[config.mk]
export PLATFORM = sky130hd
export DESIGN_NAME = ldpc_code_block_segmentation_params_top
export DESIGN_NICKNAME = d
export VERILOG_FILES = /design/src/rtl/lcbs_pkg.sv /design/src/rtl/lcbs_front.sv /design/src/rtl/lcbs_queue.sv /design/src/rtl/lcbs_div.sv /design/src/rtl/lcbs_back.sv /design/src/rtl/ldpc_code_block_segmentation_params_top.sv
export SDC_FILE = /design/constraint.sdc
export NUM_CORES = 2
export LEC_CHECK = 0
export BUFFER_PORTS_ARGS = -buffer_cell sky130_fd_sc_hd__buf_2
export CAP_MARGIN = 20
export CORE_UTILIZATION = 50
export DETAILED_ROUTE_END_ITERATION = 6
export HOLD_SLACK_MARGIN = 0.02
export PLACE_DENSITY = 0.74
export SLEW_MARGIN = 20
export SYNTH_ARGS = -nofsm -noshare
export SYNTH_HDL_FRONTEND = slang
export SYNTH_SLANG_ARGS = --single-unit
[constraint.sdc]
create_clock -name clk_i -period 19.5 [get_ports clk_i]
set_input_delay 0 -clock clk_i [delete_from_list [all_inputs] [get_ports clk_i]]
set_output_delay 0 -clock clk_i [all_outputs]
set_load 0.02 [all_outputs]
[src/rtl/lcbs_pkg.sv]
`timescale 1ns / 1ps
// ----------------------------------------------------------------------------
// lcbs_pkg: code block segmentation shared definitions
// word types, status codes, segmentation constants and small arithmetic helpers
// ----------------------------------------------------------------------------
package lcbs_pkg;

  // base graph code that selects graph one, everything else is graph two
  localparam logic [1:0] BG_ONE = 2'd1;

  // result status codes
  localparam logic [1:0] STATUS_OK       = 2'd0;
  localparam logic [1:0] STATUS_TOO_MANY = 2'd1;
  localparam logic [1:0] STATUS_ZC_RANGE = 2'd2;

  localparam logic [7:0] MAX_SEG_RESET = 8'd132;

  // maximum code block sizes and per segment crc
  localparam logic [13:0] KCB_BG1      = 14'd8448;
  localparam logic [13:0] KCB_BG2      = 14'd3840;
  localparam logic [4:0]  SEG_CRC_BITS = 5'd24;
  localparam logic [13:0] SEG_DIV_BG1  = KCB_BG1 - 14'(SEG_CRC_BITS);
  localparam logic [13:0] SEG_DIV_BG2  = KCB_BG2 - 14'(SEG_CRC_BITS);

  // segment count by reciprocal, exact for numerators below 2^22
  localparam int unsigned SEG_SHIFT = 36;
  localparam logic [24:0] SEG_RECIP_BG1 =
    25'(((64'd1 << SEG_SHIFT) + 64'(SEG_DIV_BG1) - 64'd1) / 64'(SEG_DIV_BG1));
  localparam logic [24:0] SEG_RECIP_BG2 =
    25'(((64'd1 << SEG_SHIFT) + 64'(SEG_DIV_BG2) - 64'd1) / 64'(SEG_DIV_BG2));

  // systematic column counts and graph two thresholds
  localparam logic [4:0]  KB_BG1   = 5'd22;
  localparam logic [4:0]  KB_TEN   = 5'd10;
  localparam logic [4:0]  KB_NINE  = 5'd9;
  localparam logic [4:0]  KB_EIGHT = 5'd8;
  localparam logic [4:0]  KB_SIX   = 5'd6;
  localparam logic [9:0]  KB_LIM_TEN   = 10'd640;
  localparam logic [9:0]  KB_LIM_NINE  = 10'd560;
  localparam logic [9:0]  KB_LIM_EIGHT = 10'd192;

  // code block length multipliers
  localparam logic [4:0]  KCOLS_BG1 = 5'd22;
  localparam logic [4:0]  KCOLS_BG2 = 5'd10;

  localparam logic [8:0]  ZC_MAX = 9'd384;

  // quotient bits of the per segment division
  localparam int unsigned QUOT_W = 14;

  // lifting size ceiling division by reciprocal, exact for numerators below 2^15
  localparam int unsigned ZC_SHIFT = 20;
  localparam logic [17:0] RECIP_KB22 =
    18'(((64'd1 << ZC_SHIFT) + 64'(KB_BG1) - 64'd1) / 64'(KB_BG1));
  localparam logic [17:0] RECIP_KB10 =
    18'(((64'd1 << ZC_SHIFT) + 64'(KB_TEN) - 64'd1) / 64'(KB_TEN));
  localparam logic [17:0] RECIP_KB9 =
    18'(((64'd1 << ZC_SHIFT) + 64'(KB_NINE) - 64'd1) / 64'(KB_NINE));
  localparam logic [17:0] RECIP_KB8 =
    18'(((64'd1 << ZC_SHIFT) + 64'(KB_EIGHT) - 64'd1) / 64'(KB_EIGHT));
  localparam logic [17:0] RECIP_KB6 =
    18'(((64'd1 << ZC_SHIFT) + 64'(KB_SIX) - 64'd1) / 64'(KB_SIX));

  typedef struct packed {
    logic [20:0] tb_bits;
    logic [1:0]  base_graph;
  } lcbs_in_t;

  typedef struct packed {
    logic [1:0]  status;
    logic [7:0]  num_segments;
    logic [13:0] segment_bits;
    logic [4:0]  info_columns;
    logic [8:0]  lifting_size;
    logic [13:0] code_block_bits;
    logic [13:0] filler_bits;
  } lcbs_out_t;

  // classified word between front and back
  typedef struct packed {
    logic [20:0] tb_bits;
    logic [7:0]  num_seg;
    logic [4:0]  kb;
    logic        bg1;
    logic        seg_crc;
    logic        too_many;
  } lcbs_item_t;

  // divider stage contents
  typedef struct packed {
    logic [20:0]       rem;
    logic [QUOT_W-1:0] quot;
    logic [7:0]        num_seg;
    logic [4:0]        kb;
    logic              bg1;
    logic              seg_crc;
    logic              too_many;
  } lcbs_div_t;

  typedef struct packed {
    logic      valid;
    lcbs_div_t data;
  } lcbs_div_bus_t;

  // one restoring division step for quotient bit bit_idx
  function automatic lcbs_div_t div_step(input lcbs_div_t d, input logic [3:0] bit_idx);
    lcbs_div_t   r;
    logic [21:0] sub;
    r   = d;
    sub = 22'(d.num_seg) << bit_idx;
    if ({1'b0, d.rem} >= sub) begin
      r.rem           = d.rem - sub[20:0];
      r.quot[bit_idx] = 1'b1;
    end
    return r;
  endfunction

  function automatic logic [17:0] recip_kb(input logic [4:0] kb);
    logic [17:0] r;
    unique case (kb)
      KB_BG1:   r = RECIP_KB22;
      KB_TEN:   r = RECIP_KB10;
      KB_NINE:  r = RECIP_KB9;
      KB_EIGHT: r = RECIP_KB8;
      default:  r = RECIP_KB6;
    endcase
    return r;
  endfunction

  // smallest standard lifting size not below z, zero above the largest
  function automatic logic [8:0] pick_lifting(input logic [12:0] z);
    logic [8:0] zl;
    logic [8:0] r;
    zl = z[8:0];
    if (z <= 13'd2)              r = 9'd2;
    else if (z <= 13'd16)        r = zl;
    else if (z <= 13'd32)        r = (zl + 9'd1)  & ~9'd1;
    else if (z <= 13'd64)        r = (zl + 9'd3)  & ~9'd3;
    else if (z <= 13'd128)       r = (zl + 9'd7)  & ~9'd7;
    else if (z <= 13'd256)       r = (zl + 9'd15) & ~9'd15;
    else if (z <= 13'(ZC_MAX))   r = (zl + 9'd31) & ~9'd31;
    else                         r = '0;
    return r;
  endfunction

endpackage

[src/rtl/lcbs_front.sv]
`timescale 1ns / 1ps
// ----------------------------------------------------------------------------
// lcbs_front: input stage and classification
// takes words, finds the segment count and column count, flags overflow
// ----------------------------------------------------------------------------
module lcbs_front (
  input  logic                 clk_i,
  input  logic                 rst_ni,
  input  logic                 push_i,
  output logic                 full_o,
  input  lcbs_pkg::lcbs_in_t   in_word_i,
  input  logic [7:0]           max_seg_i,
  output logic                 item_valid_o,
  output lcbs_pkg::lcbs_item_t item_o,
  input  logic                 item_full_i
);

  logic        a_v_q;
  logic [20:0] tb_q;
  logic        bg1_q;
  logic        small_q;
  logic [10:0] c_raw_q;

  logic        accept;
  logic        bg1_d;
  logic [13:0] div_d;
  logic [24:0] recip_d;
  logic [21:0] num_d;
  logic [46:0] prod_d;
  logic        small_d;
  logic [10:0] c_sel;
  logic [4:0]  kb_sel;

  assign accept = push_i && !full_o;
  assign full_o = a_v_q && item_full_i;

  // ceiling division of the block size by the segment payload
  assign bg1_d   = in_word_i.base_graph == lcbs_pkg::BG_ONE;
  assign div_d   = bg1_d ? lcbs_pkg::SEG_DIV_BG1 : lcbs_pkg::SEG_DIV_BG2;
  assign recip_d = bg1_d ? lcbs_pkg::SEG_RECIP_BG1 : lcbs_pkg::SEG_RECIP_BG2;
  assign num_d   = 22'(in_word_i.tb_bits) + 22'(div_d) - 22'd1;
  assign prod_d  = 47'(num_d) * 47'(recip_d);
  assign small_d = in_word_i.tb_bits <=
                   21'(bg1_d ? lcbs_pkg::KCB_BG1 : lcbs_pkg::KCB_BG2);

  always_ff @(posedge clk_i or negedge rst_ni) begin
    if (!rst_ni) begin
      a_v_q <= 1'b0;
    end else if (accept) begin
      a_v_q <= 1'b1;
    end else if (!item_full_i) begin
      a_v_q <= 1'b0;
    end
  end

  always_ff @(posedge clk_i) begin
    if (accept) begin
      tb_q    <= in_word_i.tb_bits;
      bg1_q   <= bg1_d;
      small_q <= small_d;
      c_raw_q <= prod_d[46:36];
    end
  end

  // a block that fits whole is one segment with no segment crc
  assign c_sel = small_q ? 11'd1 : c_raw_q;

  always_comb begin
    if (bg1_q)                               kb_sel = lcbs_pkg::KB_BG1;
    else if (tb_q > 21'(lcbs_pkg::KB_LIM_TEN))   kb_sel = lcbs_pkg::KB_TEN;
    else if (tb_q > 21'(lcbs_pkg::KB_LIM_NINE))  kb_sel = lcbs_pkg::KB_NINE;
    else if (tb_q > 21'(lcbs_pkg::KB_LIM_EIGHT)) kb_sel = lcbs_pkg::KB_EIGHT;
    else                                     kb_sel = lcbs_pkg::KB_SIX;
  end

  assign item_valid_o     = a_v_q;
  assign item_o.tb_bits   = tb_q;
  assign item_o.num_seg   = c_sel[7:0];
  assign item_o.kb        = kb_sel;
  assign item_o.bg1       = bg1_q;
  assign item_o.seg_crc   = !small_q;
  assign item_o.too_many  = c_sel > 11'(max_seg_i);

endmodule

[src/rtl/lcbs_queue.sv]
`timescale 1ns / 1ps
// ----------------------------------------------------------------------------
// lcbs_queue: classified word queue
// short first-in first-out buffer between the front and the back
// ----------------------------------------------------------------------------
module lcbs_queue #(
  parameter int unsigned Depth = 4
) (
  input  logic                 clk_i,
  input  logic                 rst_ni,
  input  logic                 push_i,
  input  lcbs_pkg::lcbs_item_t wdata_i,
  output logic                 full_o,
  input  logic                 pop_i,
  output lcbs_pkg::lcbs_item_t rdata_o,
  output logic                 empty_o
);

  localparam int unsigned PtrW = (Depth > 1) ? $clog2(Depth) : 1;
  localparam int unsigned CntW = $clog2(Depth + 1);

  lcbs_pkg::lcbs_item_t mem_q [Depth];
  logic [PtrW-1:0] wr_ptr_q, rd_ptr_q;
  logic [CntW-1:0] cnt_q;
  logic            wr_en, rd_en;

  assign full_o  = cnt_q == CntW'(Depth);
  assign empty_o = cnt_q == '0;
  assign wr_en   = push_i && !full_o;
  assign rd_en   = pop_i && !empty_o;
  assign rdata_o = mem_q[rd_ptr_q];

  always_ff @(posedge clk_i or negedge rst_ni) begin
    if (!rst_ni) begin
      wr_ptr_q <= '0;
      rd_ptr_q <= '0;
      cnt_q    <= '0;
    end else begin
      if (wr_en) begin
        wr_ptr_q <= (wr_ptr_q == PtrW'(Depth - 1)) ? '0 : wr_ptr_q + 1'b1;
      end
      if (rd_en) begin
        rd_ptr_q <= (rd_ptr_q == PtrW'(Depth - 1)) ? '0 : rd_ptr_q + 1'b1;
      end
      if (wr_en && !rd_en) begin
        cnt_q <= cnt_q + 1'b1;
      end else if (rd_en && !wr_en) begin
        cnt_q <= cnt_q - 1'b1;
      end
    end
  end

  always_ff @(posedge clk_i) begin
    if (wr_en) begin
      mem_q[wr_ptr_q] <= wdata_i;
    end
  end

endmodule

[src/rtl/lcbs_div.sv]
`timescale 1ns / 1ps
// ----------------------------------------------------------------------------
// lcbs_div: pipelined segment size divider
// one quotient bit per stage, block size over segment count
// ----------------------------------------------------------------------------
module lcbs_div (
  input  logic                    clk_i,
  input  logic                    rst_ni,
  input  logic                    en_i,
  input  lcbs_pkg::lcbs_div_bus_t in_i,
  output lcbs_pkg::lcbs_div_bus_t out_o
);

  localparam int unsigned Stages = lcbs_pkg::QUOT_W;

  lcbs_pkg::lcbs_div_t st_q [Stages];
  lcbs_pkg::lcbs_div_t st_d [Stages];
  logic [Stages-1:0]   v_q;

  // msb first, stage zero resolves the top quotient bit
  for (genvar s = 0; s < Stages; s++) begin : g_step
    if (s == 0) begin : g_first
      assign st_d[s] = lcbs_pkg::div_step(in_i.data, 4'(Stages - 1));
    end else begin : g_rest
      assign st_d[s] = lcbs_pkg::div_step(st_q[s-1], 4'(Stages - 1 - s));
    end
  end

  always_ff @(posedge clk_i or negedge rst_ni) begin
    if (!rst_ni) begin
      v_q <= '0;
    end else if (en_i) begin
      v_q <= {v_q[Stages-2:0], in_i.valid};
    end
  end

  always_ff @(posedge clk_i) begin
    if (en_i) begin
      st_q <= st_d;
    end
  end

  assign out_o.valid = v_q[Stages-1];
  assign out_o.data  = st_q[Stages-1];

endmodule

[src/rtl/lcbs_back.sv]
`timescale 1ns / 1ps
// ----------------------------------------------------------------------------
// lcbs_back: segment size, lifting size and result queue
// divides, picks the lifting size, forms the result word and buffers it
// ----------------------------------------------------------------------------
module lcbs_back (
  input  logic                 clk_i,
  input  logic                 rst_ni,
  input  logic                 item_valid_i,
  input  lcbs_pkg::lcbs_item_t item_i,
  output logic                 item_pop_o,
  output logic                 empty_o,
  input  logic                 pop_i,
  output lcbs_pkg::lcbs_out_t  out_word_o
);

  lcbs_pkg::lcbs_div_bus_t div_in, div_out;
  logic adv;

  // kprime stage
  logic        k_v_q;
  logic [13:0] k_kp_q;
  logic [14:0] k_n_q;
  logic [7:0]  k_seg_q;
  logic [4:0]  k_kb_q;
  logic        k_bg1_q;
  logic        k_tm_q;
  logic [13:0] kp_d;

  // lifting quotient stage
  logic        z_v_q;
  logic [12:0] z_q;
  logic [13:0] z_kp_q;
  logic [7:0]  z_seg_q;
  logic [4:0]  z_kb_q;
  logic        z_bg1_q;
  logic        z_tm_q;
  logic [32:0] zprod_d;

  // result forming
  logic [8:0]  zc;
  logic [13:0] kcb;
  lcbs_pkg::lcbs_out_t res;

  // two entry result queue
  lcbs_pkg::lcbs_out_t of_mem_q [2];
  logic       of_wr_q, of_rd_q;
  logic [1:0] of_cnt_q;
  logic       of_full, of_wr, of_rd;

  assign of_full = of_cnt_q == 2'd2;
  assign adv     = !(z_v_q && of_full);

  assign item_pop_o             = adv && item_valid_i;
  assign div_in.valid           = item_valid_i;
  assign div_in.data.rem        = item_i.tb_bits;
  assign div_in.data.quot       = '0;
  assign div_in.data.num_seg    = item_i.num_seg;
  assign div_in.data.kb         = item_i.kb;
  assign div_in.data.bg1        = item_i.bg1;
  assign div_in.data.seg_crc    = item_i.seg_crc;
  assign div_in.data.too_many   = item_i.too_many;

  lcbs_div u_div (
    .clk_i  (clk_i),
    .rst_ni (rst_ni),
    .en_i   (adv),
    .in_i   (div_in),
    .out_o  (div_out)
  );

  // (b + c*24) / c is b / c + 24 exactly
  assign kp_d = div_out.data.quot + (div_out.data.seg_crc ?
                14'(lcbs_pkg::SEG_CRC_BITS) : 14'd0);

  assign zprod_d = 33'(k_n_q) * 33'(lcbs_pkg::recip_kb(k_kb_q));

  always_ff @(posedge clk_i or negedge rst_ni) begin
    if (!rst_ni) begin
      k_v_q <= 1'b0;
      z_v_q <= 1'b0;
    end else if (adv) begin
      k_v_q <= div_out.valid;
      z_v_q <= k_v_q;
    end
  end

  always_ff @(posedge clk_i) begin
    if (adv) begin
      k_kp_q  <= kp_d;
      k_n_q   <= 15'(kp_d) + 15'(div_out.data.kb) - 15'd1;
      k_seg_q <= div_out.data.num_seg;
      k_kb_q  <= div_out.data.kb;
      k_bg1_q <= div_out.data.bg1;
      k_tm_q  <= div_out.data.too_many;
      z_q     <= zprod_d[32:20];
      z_kp_q  <= k_kp_q;
      z_seg_q <= k_seg_q;
      z_kb_q  <= k_kb_q;
      z_bg1_q <= k_bg1_q;
      z_tm_q  <= k_tm_q;
    end
  end

  assign zc  = lcbs_pkg::pick_lifting(z_q);
  assign kcb = 14'(14'(zc) * 14'(z_bg1_q ? lcbs_pkg::KCOLS_BG1 : lcbs_pkg::KCOLS_BG2));

  always_comb begin
    res = '0;
    if (z_tm_q) begin
      res.status = lcbs_pkg::STATUS_TOO_MANY;
    end else if (zc == '0) begin
      res.status = lcbs_pkg::STATUS_ZC_RANGE;
    end else begin
      res.status          = lcbs_pkg::STATUS_OK;
      res.num_segments    = z_seg_q;
      res.segment_bits    = z_kp_q;
      res.info_columns    = z_kb_q;
      res.lifting_size    = zc;
      res.code_block_bits = kcb;
      res.filler_bits     = kcb - z_kp_q;
    end
  end

  assign of_wr      = z_v_q && !of_full;
  assign of_rd      = pop_i && !empty_o;
  assign empty_o    = of_cnt_q == 2'd0;
  assign out_word_o = of_mem_q[of_rd_q];

  always_ff @(posedge clk_i or negedge rst_ni) begin
    if (!rst_ni) begin
      of_wr_q  <= 1'b0;
      of_rd_q  <= 1'b0;
      of_cnt_q <= 2'd0;
    end else begin
      if (of_wr) begin
        of_wr_q <= !of_wr_q;
      end
      if (of_rd) begin
        of_rd_q <= !of_rd_q;
      end
      if (of_wr && !of_rd) begin
        of_cnt_q <= of_cnt_q + 2'd1;
      end else if (of_rd && !of_wr) begin
        of_cnt_q <= of_cnt_q - 2'd1;
      end
    end
  end

  always_ff @(posedge clk_i) begin
    if (of_wr) begin
      of_mem_q[of_wr_q] <= res;
    end
  end

endmodule

[src/rtl/ldpc_code_block_segmentation_params_top.sv]
`timescale 1ns / 1ps
// ----------------------------------------------------------------------------
// ldpc_code_block_segmentation_params_top: nr ldpc code block segmentation
// per transport block: segment count, segment size, columns, lifting size,
// code block length and filler count
//
//   channel   direction   handshake            word
//   input     in          push / full          in_word_i   (tb_bits, base_graph)
//   result    out         empty / pop          out_word_o  (status ... filler_bits)
//   config    in          cfg_we_i             cfg_wdata_i (max_segments)
//
// one word per cycle sustained unless the front or the back stalls; a result
// passes the front register, the queue, the 14 stage segment size divider,
// then the kprime, lifting multiply and result queue registers
// reset clears all valid state and loads max_segments with 132
// the front stalls only when its output register and the 4 word queue are
// full; the back pipeline stalls as a whole when its 2 word result queue is full
// ----------------------------------------------------------------------------
module ldpc_code_block_segmentation_params_top #(
  parameter int unsigned MidDepth = 4
) (
  input  logic                clk_i,
  input  logic                rst_ni,
  // input word side
  input  logic                push,
  output logic                full,
  input  lcbs_pkg::lcbs_in_t  in_word_i,
  // result queue side
  output logic                empty,
  input  logic                pop,
  output lcbs_pkg::lcbs_out_t out_word_o,
  // configuration
  input  logic                cfg_we_i,
  input  logic [7:0]          cfg_wdata_i
);

  // segment count limit
  logic [7:0] max_seg_q;

  // front to queue
  logic                 fr_valid;
  lcbs_pkg::lcbs_item_t fr_item;
  logic                 mq_full;

  // queue to back
  lcbs_pkg::lcbs_item_t mq_item;
  logic                 mq_empty;
  logic                 bk_pop;

  always_ff @(posedge clk_i or negedge rst_ni) begin
    if (!rst_ni) begin
      max_seg_q <= lcbs_pkg::MAX_SEG_RESET;
    end else if (cfg_we_i) begin
      max_seg_q <= cfg_wdata_i;
    end
  end

  // front: registers the word, segment count by reciprocal multiply,
  // column count and the too many segments check
  lcbs_front u_front (
    .clk_i        (clk_i),
    .rst_ni       (rst_ni),
    .push_i       (push),
    .full_o       (full),
    .in_word_i    (in_word_i),
    .max_seg_i    (max_seg_q),
    .item_valid_o (fr_valid),
    .item_o       (fr_item),
    .item_full_i  (mq_full)
  );

  // decoupling queue, lets front and back stall on their own
  lcbs_queue #(
    .Depth (MidDepth)
  ) u_queue (
    .clk_i   (clk_i),
    .rst_ni  (rst_ni),
    .push_i  (fr_valid),
    .wdata_i (fr_item),
    .full_o  (mq_full),
    .pop_i   (bk_pop),
    .rdata_o (mq_item),
    .empty_o (mq_empty)
  );

  // back: divider pipeline, lifting size pick, result word and result queue
  lcbs_back u_back (
    .clk_i        (clk_i),
    .rst_ni       (rst_ni),
    .item_valid_i (!mq_empty),
    .item_i       (mq_item),
    .item_pop_o   (bk_pop),
    .empty_o      (empty),
    .pop_i        (pop),
    .out_word_o   (out_word_o)
  );

`ifndef SYNTHESIS
  // an error result carries nothing but its status
  assert property (@(posedge clk_i) disable iff (!rst_ni)
    (!empty && out_word_o.status != lcbs_pkg::STATUS_OK) |->
      (out_word_o.num_segments == '0 && out_word_o.segment_bits == '0 &&
       out_word_o.info_columns == '0 && out_word_o.lifting_size == '0 &&
       out_word_o.code_block_bits == '0 && out_word_o.filler_bits == '0))
    else $error("error result with nonzero fields");

  // code block length splits into segment bits and filler
  assert property (@(posedge clk_i) disable iff (!rst_ni)
    (!empty && out_word_o.status == lcbs_pkg::STATUS_OK) |->
      (out_word_o.code_block_bits ==
       14'(out_word_o.segment_bits + out_word_o.filler_bits)))
    else $error("code block length mismatch");

  // a good result has at least one segment and a real lifting size
  assert property (@(posedge clk_i) disable iff (!rst_ni)
    (!empty && out_word_o.status == lcbs_pkg::STATUS_OK) |->
      (out_word_o.num_segments != '0 && out_word_o.lifting_size != '0 &&
       out_word_o.code_block_bits >= out_word_o.segment_bits))
    else $error("good result with empty segment or lifting size");
`endif

endmodule
==> results.sh <==
export IMPL_status="finished, final reports clean"
export IMPL_chipWidth_um=358
export IMPL_num_rows=130
export IMPL_post_drt_wl_per_cell_um=18.9
export IMPL_syn_area_sq_um=63300
export IMPL_min_from="push"
export IMPL_drt_initial_drc_count=2255
export IMPL_cp_required_ns=19.93
export IMPL_initial_core_util_pct=50.4
export IMPL_portBuffers=102
export IMPL_highest_layer="met5"
export IMPL_clock_latency_ns=0.71
export IMPL_first_global_vias=39100
export IMPL_met1Wirelength_um=51900
export IMPL_met3WireLength_um=5140
export IMPL_synthFlopType="edfxtp_1"
export IMPL_hold_depth=3
export IMPL_crit_buf_inv=6
export IMPL_timing_critical_path_arrival_ns=9.95
export IMPL_drv_cap=0
export IMPL_r2r_cells=24
export IMPL_cts_sinks=1012
export IMPL_die_y_um=358
export IMPL_fin_area_sq_um=69800
export IMPL_drive_above_1_share_pct=8.67
export IMPL_drc_errors=0
export IMPL_grt_pass1_wl_um=210000
export IMPL_max_clock_freq_ghz=0.105
export IMPL_globalplace_congestion=0.926
export IMPL_dieArea_sq_um=128000
export IMPL_syn_to_final_growth_pct=10.3
export IMPL_max_slew_margin_pct=29.5
export IMPL_min_to="u_front.item_valid_o"
export IMPL_root_buffer="clkbuf_16"
export IMPL_r2r_end="u_back.z_q[12]"
export IMPL_boundaryPins=104
export IMPL_worstMarginPinSlew_ns=1.04
export IMPL_cts_tree="done"
export IMPL_ys_ff_latch=1012
export IMPL_nets=6292
export IMPL_grt_use_total_pct=21.2
export IMPL_vias=36800
export IMPL_async_flop_share_pct=3.56
export IMPL_ys_seq_area_share_pct=47.7
export IMPL_syn_instance_count=4998
export IMPL_ys_warn_count=0
export IMPL_synth_distinct_cells=83
export IMPL_fp_coreArea_sq_um=126000
export IMPL_critPathTopFamily="adder cells"
export IMPL_hp_class="in -> reg"
export IMPL_place_area_sq_um=65900
export IMPL_period_needed_ns=9.52
export IMPL_fin_crit_sh_pct=48.8
export IMPL_critPathMaxFanout=6
export IMPL_rsz0062_at_grt="false"
export IMPL_htree_levels=3
export IMPL_finalHoldViolations=0
export IMPL_antenna_found_initial=5
export IMPL_firstDrtPassIters=6
export IMPL_place_hpwl_um=103000
export IMPL_routed_wl_um=131000
export IMPL_ant_nets=0
export IMPL_syn_area_per_cell_sq_um=12.7
export IMPL_wl_met2_um=69500
export IMPL_crit_path_frequent_cell="fa_1"
export IMPL_critPathMaxStageDelay_ns=0.66
export IMPL_cts_buffers=103
export IMPL_grt_ovfl_total=0
export IMPL_critPathKind="in -> reg"
export IMPL_r2r_start="u_back.k_kb_q[2]"
export IMPL_slowest_stage="xor2_1"
export IMPL_fin_worst_skew_ns=0.0698
export IMPL_path_clk_slew_ns=0.07
export IMPL_synth_edf_count=976
export IMPL_setup_viol=0
export IMPL_final_max_slew_violation_count=0
export IMPL_clockBufferDepth=3
export IMPL_vias_per_cell=5.29
export IMPL_tns_ns=0
export IMPL_crit_path_start_kind="primary input"
export IMPL_r2r_slack_ns=10.77
export IMPL_grt_max_degree=97
export IMPL_endpoint_kind="register"
export IMPL_postCtsSetupBuffers=0
==> Yosys cell counts, types with 55 or more instances <==
cell type | count | share of area [%]
a21o_1 | 55 | 0.65
a21oi_1 | 137 | 1.1
and2_1 | 88 | 0.87
clkbuf_1 | 69 | 0.41
edfxtp_1 | 976 | 46
fa_1 | 517 | 16
ha_1 | 523 | 10
inv_1 | 941 | 5.6
mux2_2 | 94 | 1.7
nand2_1 | 307 | 1.8
nor2_1 | 227 | 1.3
nor2b_1 | 57 | 0.56
nor3_1 | 71 | 0.56
o21ai_0 | 154 | 1.2
xnor2_1 | 106 | 1.5
xor2_1 | 94 | 1.3
==> placed cells by master (no fill, tap or decap), drive strengths merged, types with 55 or more instances in the layout <==
cell / count
buf: 133
a21oi: 138
xor2: 94
a21o: 55
o21ai: 156
mux2: 94
ha: 523
xnor2: 106
nor2b: 58
inv: 943
nor2: 227
nand2: 307
edfxtp: 976
clkbuf: 118
nor3: 72
and2: 88
fa: 517
==> routing by layer <==
layer	up-vias	global-route usage [%]
met5	-	0
met4	2	7.91
met3	248	2.53
met2	832	39.0
met1	18200	25.2
li1	17500	-
==> through the flow <==
stage          worst slack (ns)  utilization, %  instances  hold WS, ns
3_5_place_dp               9.86            52.5       6712        0.177
6_report                   9.98            55.6       6948       0.0841
4_1_cts                    10.0            55.6       6945       0.0454
2_1_floorplan              9.01               -       5010       -0.296
5_1_grt                    9.33            55.6       6945       0.0930
3_3_place_gp               9.87            52.5       6712        0.149
==> worst max-delay path by stage <==
stage | start | end | slack [ns] | depth (start not counted)
floorplan | u_back.of_cnt_q[0] | u_back.u_div.v_q[10] | 9.01 | 3
global placement | in_word_i[2] | u_front.c_raw_q[8] | 9.87 | 32
detailed placement | in_word_i[2] | u_front.c_raw_q[10] | 9.86 | 32
CTS | in_word_i[2] | u_front.c_raw_q[10] | 10.0 | 33
global route | in_word_i[2] | u_front.c_raw_q[10] | 9.33 | 33
finish | in_word_i[2] | u_front.c_raw_q[10] | 9.98 | 33
==> worst reg2reg max path, stage by stage (launching register included) <==
cell and delay (ns):
edfxtp_1 0.46, or3b_2 0.60, nor2_1 0.35, and2_1 0.69, or2_2 0.48, nand2_1 0.12
fa_1 0.49, fa_1 0.57, inv_1 0.06, fa_1 0.56, inv_1 0.07, fa_1 0.54
inv_1 0.06, fa_1 0.53, fa_1 0.53, ha_1 0.35, a21oi_1 0.15, nand2_1 0.07
a211o_1 0.40, a211oi_1 0.36, o2111ai_1 0.24, nand2_1 0.11, nor2_1 0.05, a2111oi_0 0.47
xnor2_1 0.12
==> state kept, by name, summed over array words and instances, names as in the netlist, 14 cells and up <==
name                count
u_back.k_kp_q          14
u_queue.mem_q         144
u_front.tb_q           21
u_back.u_div.st_d     286
u_back.k_n_q           15
u_back.z_kp_q          14
u_back.u_div.out_o     29
u_back.u_div.v_q       14
u_back.of_mem_q       126
u_back.u_div.st_q     273
==> kinds of logic (layout without fill, tap and decap cells) <==
group                    count (synthesis)  count (layout)  share of synthesized area (%)
adder cells (fa/ha/maj)               1043            1043                           26.7
flip-flops                            1012            1012                           47.7
multiplexers                           150             150                           3.23
other                                    2              17                         0.0119
buffers and inverters                 1023            1308                           6.10
AND/OR/NAND/NOR                       1021            1021                           8.01
AO/OA/AOI/OAI                          546             546                           5.43
XOR/XNOR                               201             201                           2.80
==> cell type report <==
cell class / count / area, sq um
Fill cell: 10300 / 55700
Sequential cell: 1012 / 30200
Multi-Input combinational cell: 2975 / 29400
Inverter: 942 / 3540
Clock buffer: 118 / 2640
Tap cell: 1650 / 2060
Timing Repair Buffer: 182 / 1240
Clock inverter: 66 / 779
Antenna cell: 3 / 7.51
==> what timing repair did <==
item / in CTS / in global routing
endpoints found under the hold margin: 73 / 0
hold buffers: 49 / 0
resized for setup: 0 / 0
Power is left out: the tool's default activity adds up to more than one toggle a clock period on the data nets, which glitch-free logic cannot reach.
